`src/rtl/assert_macros.svh`:
```
// ----------------------------------------------------------------------------
// Assertion macros used by the sampler core RTL.
// Each macro builds one labeled concurrent assertion that is disabled in reset.
// ----------------------------------------------------------------------------
`ifndef ASSERT_MACROS_SVH
`define ASSERT_MACROS_SVH

// Same-cycle implication: when a holds, c holds in the same cycle.
`define TGS_ASSERT_IMP(lbl, clk, rstn, a, c) \
  lbl: assert property (@(posedge clk) disable iff (!rstn) (a) |-> (c)) \
    else $error("tgs assertion failed");

// Next-cycle implication: when a holds, c holds in the next cycle.
`define TGS_ASSERT_NXT(lbl, clk, rstn, a, c) \
  lbl: assert property (@(posedge clk) disable iff (!rstn) (a) |=> (c)) \
    else $error("tgs assertion failed");

`endif

```
`src/rtl/tgs_pkg.sv`:
```
`timescale 1ns / 1ps
// ----------------------------------------------------------------------------
// tgs_pkg
// Shared types, constants and the blend function of the grid sampler.
// ----------------------------------------------------------------------------
package tgs_pkg;

  // Default sizing of the grid.
  localparam int unsigned AXIS_MAX_DEF   = 32;
  localparam int unsigned GRID_CELLS_DEF = 4096;

  // Six occlusion channels per cell: +x, -x, +y, -y, +z, -z.
  localparam int unsigned CHANNELS = 6;
  localparam int unsigned CH_POS_X = 0;
  localparam int unsigned CH_NEG_X = 1;
  localparam int unsigned CH_POS_Y = 2;
  localparam int unsigned CH_NEG_Y = 3;
  localparam int unsigned CH_POS_Z = 4;
  localparam int unsigned CH_NEG_Z = 5;

  // Value 1.0 in unsigned Q1.15.
  localparam logic [15:0] ONE_Q15 = 16'h8000;

  typedef logic [15:0] chan_t;
  typedef logic [CHANNELS-1:0][15:0] chan_vec_t;

  // Item kinds.
  typedef enum logic {
    KIND_WRITE  = 1'b0,
    KIND_SAMPLE = 1'b1
  } kind_e;

  // Configuration register indexes.
  typedef enum logic [2:0] {
    CFG_ORIGIN_X = 3'd0,
    CFG_ORIGIN_Y = 3'd1,
    CFG_ORIGIN_Z = 3'd2,
    CFG_INV_CELL = 3'd3,
    CFG_CELLS_X  = 3'd4,
    CFG_CELLS_Y  = 3'd5,
    CFG_CELLS_Z  = 3'd6
  } cfg_reg_e;

  // Linear blend with round to nearest: (a*(65536-t) + b*t + 32768) >> 16,
  // rewritten as a + floor(((b-a)*t + 32768) / 65536) so one multiply does it.
  function automatic chan_t lerp(input chan_t a, input chan_t b, input logic [15:0] t);
    logic signed [16:0] diff;
    logic signed [33:0] prod;
    logic signed [33:0] step;
    logic [33:0]        sum;
    diff = $signed({1'b0, b}) - $signed({1'b0, a});
    prod = diff * $signed({1'b0, t});
    step = (prod + 34'sd32768) >>> 16;
    sum  = $unsigned(step) + {18'd0, a};
    return sum[15:0];
  endfunction

endpackage

```
`src/rtl/tgs_axis_map.sv`:
```
`timescale 1ns / 1ps
// ----------------------------------------------------------------------------
// tgs_axis_map
// Four-stage pipeline mapping one position coordinate to clamped low and
// high grid corners and a 16-bit blend fraction.
// ----------------------------------------------------------------------------
module tgs_axis_map #(
  parameter int unsigned AXIS_MAX = tgs_pkg::AXIS_MAX_DEF,
  localparam int unsigned CntW = $clog2(AXIS_MAX + 1),
  localparam int unsigned IdxW = (AXIS_MAX > 1) ? $clog2(AXIS_MAX) : 1
) (
  input  logic               clk_i,
  input  logic               en_i,
  input  logic signed [31:0] pos_i,
  input  logic signed [31:0] origin_i,
  input  logic [31:0]        inv_i,
  input  logic [CntW-1:0]    count_i,
  output logic [IdxW-1:0]    lo_o,
  output logic [IdxW-1:0]    hi_o,
  output logic [15:0]        frac_o
);
  import tgs_pkg::*;

  logic [32:0]     diff_d, diff_q;
  logic [31:0]     mag_d, mag_q;
  logic            neg_b_q, neg_c_q;
  logic [63:0]     prod_d, prod_q;
  logic [31:0]     whole, fr, fr_neg;
  logic [CntW-1:0] nm1, lo_ext;
  logic [IdxW-1:0] lo_d, hi_d, lo_q, hi_q;
  logic [15:0]     frac_d, frac_q;

  // Stage one: signed distance from the grid origin.
  assign diff_d = {pos_i[31], pos_i} - {origin_i[31], origin_i};

  // Stage two: magnitude and sign.
  assign mag_d = diff_q[32] ? 32'(~diff_q + 33'd1) : diff_q[31:0];

  // Stage three: scale by the inverse cell size, exact in Q.32.
  assign prod_d = mag_q * inv_i;

  // Stage four: floor, clamp to the grid and fraction.
  assign whole  = prod_q[63:32];
  assign fr     = prod_q[31:0];
  assign fr_neg = 32'd0 - fr;
  assign nm1    = count_i - CntW'(1);
  assign frac_d = (neg_c_q && (fr != 32'd0)) ? fr_neg[31:16] : fr[31:16];

  always_comb begin
    // A negative distance always floors to a cell at or below zero.
    if (neg_c_q) begin
      lo_d = '0;
    end else if (whole > 32'(nm1)) begin
      lo_d = IdxW'(nm1);
    end else begin
      lo_d = IdxW'(whole);
    end
    lo_ext = CntW'(lo_d) + CntW'(1);
    hi_d   = (lo_ext > nm1) ? IdxW'(nm1) : IdxW'(lo_ext);
  end

  always_ff @(posedge clk_i) begin
    if (en_i) begin
      diff_q  <= diff_d;
      mag_q   <= mag_d;
      neg_b_q <= diff_q[32];
      prod_q  <= prod_d;
      neg_c_q <= neg_b_q;
      lo_q    <= lo_d;
      hi_q    <= hi_d;
      frac_q  <= frac_d;
    end
  end

  assign lo_o   = lo_q;
  assign hi_o   = hi_q;
  assign frac_o = frac_q;

endmodule

```
`config.mk`:
```
export PLATFORM = sky130hd
export DESIGN_NAME = tgs_axis_map
export DESIGN_NICKNAME = d
export VERILOG_FILES = /design/src/rtl/assert_macros.svh /design/src/rtl/tgs_pkg.sv /design/src/rtl/tgs_axis_map.sv
export SDC_FILE = /design/constraint.sdc
export NUM_CORES = 2
export LEC_CHECK = 0
export BUFFER_PORTS_ARGS = -buffer_cell sky130_fd_sc_hd__buf_2
export CAP_MARGIN = 20
export CORE_ASPECT_RATIO = 0.7
export CORE_MARGIN = 5
export CORE_UTILIZATION = 45
export DETAILED_ROUTE_END_ITERATION = 16
export SYNTH_ARGS = -nofsm -noshare
export SYNTH_HDL_FRONTEND = slang
export SYNTH_SLANG_ARGS = --single-unit
```
`constraint.sdc`:
```
create_clock -name clk_i -period 7.6 [get_ports clk_i]
set_clock_uncertainty 0.1 [all_clocks]
set_input_delay 0 -clock clk_i [delete_from_list [all_inputs] [get_ports clk_i]]
set_output_delay 0 -clock clk_i [all_outputs]
set_load 0.1 [all_outputs]
```
; After elaboration in Yosys (flattened, before gate mapping)
; Cells that the tools add are included.
[totals]
wordCells = 24
output_inout_bits = 26
inputBits = 104
register_bits = 157
[op_classes]
add_sub_neg = 5
order_cmp = 2
reduce_logical = 2
n_mux = 5
multipliers = 1
bitwise_logic = 1
[op_table]
columns = operator, count
row1 = $mul A32 B32 Y64, 1
row2 = $sub A32 B32 Y33, 1
row3 = $add A32 B1 Y32 const B, 1
row4 = $gt A32 B6 Y1, 1
row5 = $mux W32, 1
row6 = $not A32 Y32, 1
row7 = $reduce_bool A32 Y1, 1
row8 = $sub A1 B32 Y32 const A, 1
row9 = $mux W16, 1
row10 = $mux W5, 3
row11 = $add A5 B1 Y6 const B, 1
row12 = $gt A6 B6 Y1, 1
row13 = $sub A6 B1 Y6 const B, 1
row14 = $logic_and A1 B1 Y1, 1

; Logic depth before layout (Yosys ltp)
[logic_depth]
depth_word = 7
mapped_depth = 29
depth_no_buf = 27

; Worst setup path before layout
; No wires, ideal clock.
[synth_path]
kind = register to register
start = register mag_q[13]
end = register prod_q[59] (data pin)
path_stages_with_launch = 23
path_slack_ns = 0.072
setup_time_ns = 0.261
path_buffers = 2
synth_period_minus_slack_ns = 7.528
arrival_time_ns = 7.167
t_required_ns = 7.239
cell_sequence = edfxtp_1 > clkbuf_1 > nand2_1 > fa_1 > fa_1 > fa_1 > fa_1 > fa_1 > inv_1 > fa_1 > inv_1 > fa_1 > fa_1 > inv_1 > ha_1 > clkbuf_1 > nand2_1 > a211o_1 > o21bai_1 > a31oi_1 > o41ai_1 > a21oi_1 > o311a_1
[synth_between]
elab_chain_cells = 1
[synth_lines]
columns = item, line_no
row1 = "start, declared", tgs_axis_map.sv:25  ; logic [31:0] mag_d, mag_q;
row2 = "start signal, assigned", tgs_axis_map.sv:65  ; mag_q <= mag_d;
row3 = $mul A32 B32 Y64, tgs_axis_map.sv:40  ; assign prod_d = mag_q * inv_i;
row4 = via prod_d[59], tgs_axis_map.sv:27  ; logic [63:0] prod_d, prod_q;
row5 = "end signal, assigned", tgs_axis_map.sv:67  ; prod_q <= prod_d;
row6 = "end, declared", tgs_axis_map.sv:27
; The timed path passes the listed nets, and every way through them passes these cells.
; A chain may end at the register's enable or synchronous reset.

; Worst setup path after layout
[layout_path]
start = register mag_q[13]
end = register prod_q[61] (data pin)
; The elaborated chain is that of the path after synthesis.

==> run metrics <==
H-tree depth=4; height of the die=263.3 um; GPL Wtd Cong=0.8824; CORE AREA=0.09048 mm2; Routed wire per std cell=19.13 um; largest family of logic cells by synthesized area=adder cells; placed cell count=5681; Max Cap Viol=0; Starting Density=0.4557; Setup Crit Path Kind=reg2reg; min Tclk post-route=7671 ps; number of global-route vias before repair=31480; clk root buf=clkbuf_16; Net Count, Synth=5650; Clock transition at path regs=70 ps; final hold slack=6.953 ps; Main synth FF type=edfxtp_1; Synth Area in Compound Gates=0.05484; RSZ-0062 raised after global routing=true; Final period util=1.009; Mapped Avg Cell Area=9.502 um2; CP arrival=7880 ps; drt first pass iters=6; outcome=finished, violations left; die width=371.8 um; clk_lat worst skew=440 ps; die area=0.09787 mm2; Total Wirelength=110100 um; Detailed Place HPWL=92900 um; finished layout cell area=0.04604 mm2; Required @ worst endpoint=7810 ps; antenna-violating nets left=0; Rows=92; register bit count reported by yosys=157; port bufs=129; crit start category=flop; largest net degree at the start of global routing=101; max_slew headroom=0.3419; Max Root-Sink Buffers=2; fraction of layout cells with a size suffix above 1=0.1136; CTS sink cnt=157; post-synth cell types=58; post-synthesis simple-gate area fraction=0.1658; Via-to-Cell Ratio=5.126; Final Setup Violations=2; DRC=0; io pins=130; Ys Warns=0; mux contribution to synthesized area=0.001548; Starting DRT DRC Count=2001; nets=5831; synthesized instance count=4339; Tot GR Track Use=0.2316; final worst setup slack=-70.74 ps; initial antenna violation count=4; CTS tree=built; Min-Delay Path Class=in2reg; Crit Path Max Fanout=15; failing checks=setup timing; placed cell area=0.04450 mm2; post-synthesis xor/xnor area fraction=0.02953; ys async rst share=0; crit end category=flop; grt ovf=0; Util after Layout=0.5088; register area share after synthesis=0.1143; Synth Area in Adders=0.5296; Vias=29500; EDFF count, synth=157; Area Overhead vs Synth=11.66%; Non-Filler Instances=5755; Slew Limit Fails=0; first-pass GRT wire length=178900 um; Fmax=130.4 MHz; Final Hold Fails=0; TritonCTS Buffers=17; worst-margin pin slew=987.1 ps; mapped cell area=0.04123 mm2
[worst max-delay path, stage by stage (launching register included)]
cell,delay [ps]
edfxtp_1,430
buf_12,180
buf_4,140
buf_4,190
and2_1,190
fa_1,540
inv_1,50
fa_1,530
inv_1,50
fa_1,480
fa_1,580
fa_1,430
fa_1,520
fa_1,440
fa_1,480
ha_1,310
buf_4,150
nand4_1,180
nor2_2,170
a2bb2oi_2,60
o211ai_1,150
a31oi_4,90
o211ai_1,340
a21oi_2,160
or4_4,490
nand3_1,90
[path summary, 6_finish.rpt]
path,startpoint,to,slack [ps],depth (start not counted)
max,mag_q[13],prod_q[61],-70,25
min reg2reg,neg_b_q,neg_c_q,320,0
min,origin_i[2],diff_q[2],7,4
max reg2reg,mag_q[13],prod_q[61],-70,25
[stage by stage]
stage	setup TNS (ps)	setup slack [ps]
after floorplan	0	72.34
after global routing	-2260	-279.5
after detailed placement	-1874	-450.9
after CTS	-64.15	-33.06
final	-94.73	-70.74
after global placement	-2015	-459.1
[flip-flops by register name (all words and copies together) (netlist names)]
signal and cells:
diff_q 33, lo_o 5, prod_q 64, frac_o 16, hi_o 5, neg_c_q 1
neg_b_q 1, mag_q 32
[cell type report]
class / count / area, um2
Clock inverter: 14 / 171.4
Tap cell: 1222 / 1529
Antenna cell: 1 / 2.502
Fill cell: 8431 / 44440
Sequential cell: 157 / 4715
Multi-Input combinational cell: 3037 / 32680
Clock buffer: 17 / 425.4
Timing Repair Buffer: 394 / 3084
Inverter: 913 / 3427
[synthesized netlist by cell type (4+ instances only)]
cell	count	share of area
nor3_1	13	0.0016
or4_1	8	0.0015
nor4_1	16	0.0024
o21ai_0	78	0.0095
xor2_1	36	0.0076
o41ai_1	8	0.0017
a21oi_1	103	0.013
and2_1	577	0.088
o21a_1	13	0.0024
nand4_1	29	0.0044
o21bai_1	17	0.0031
xnor2_1	103	0.022
a211oi_1	15	0.0027
or2_2	4	0.00061
a221oi_1	6	0.0013
nor2_1	64	0.0058
or3_1	6	0.00091
nand3_1	30	0.0036
a211o_1	4	0.00085
inv_1	913	0.083
o211ai_1	11	0.0020
nand2_1	527	0.048
and3_1	11	0.0017
fa_1	897	0.44
o31ai_1	9	0.0016
nor3b_1	4	0.00073
a31oi_1	10	0.0015
nand2b_1	19	0.0029
clkbuf_1	231	0.021
a21o_1	48	0.0087
nor2b_1	17	0.0026
edfxtp_1	157	0.11
ha_1	310	0.094
[logic make-up after synthesis]
| logic type | Yosys count |
|---|---|
| AO/OA/AOI/OAI | 353 |
| XOR/XNOR | 139 |
| adder cells (fa/ha/maj) | 1207 |
| buffers and inverters | 1145 |
| flip-flops | 157 |
| multiplexers | 6 |
| AND/OR/NAND/NOR | 1332 |
[metal layers]
| metal | routed length, um | GRT usage | up-vias |
|---|---|---|---|
| met5 | 0 | 0 | - |
| met4 | 1932 | 0.03818 | 0 |
| met3 | 7077 | 0.03999 | 88 |
| met2 | 48770 | 0.3531 | 835 |
| met1 | 52280 | 0.3532 | 15150 |
| li1 | - | - | 13420 |
[cells in the final DEF, fill, tap and decap left out, types with 63 or more instances in the layout]
master / count
nand2_1: 525
buf_4: 208
a21oi_1: 87
xnor2_1: 103
edfxtp_1: 157
inv_1: 907
and2_1: 574
fa_1: 879
o21ai_0: 63
buf_2: 128
ha_1: 299
[what timing repair did]
item                                   CTS  global route
setup endpoints to repair               18            26
gates resized for setup                 31           102
endpoints found under the hold margin   15             0
hold buffers                            15             0
pin swaps                                9            69
gates cloned                             1             0
setup buffers                            5            26
Power is left out: the tool's default activity adds up to more than one toggle a clock period on the data nets, which glitch-free logic cannot reach.
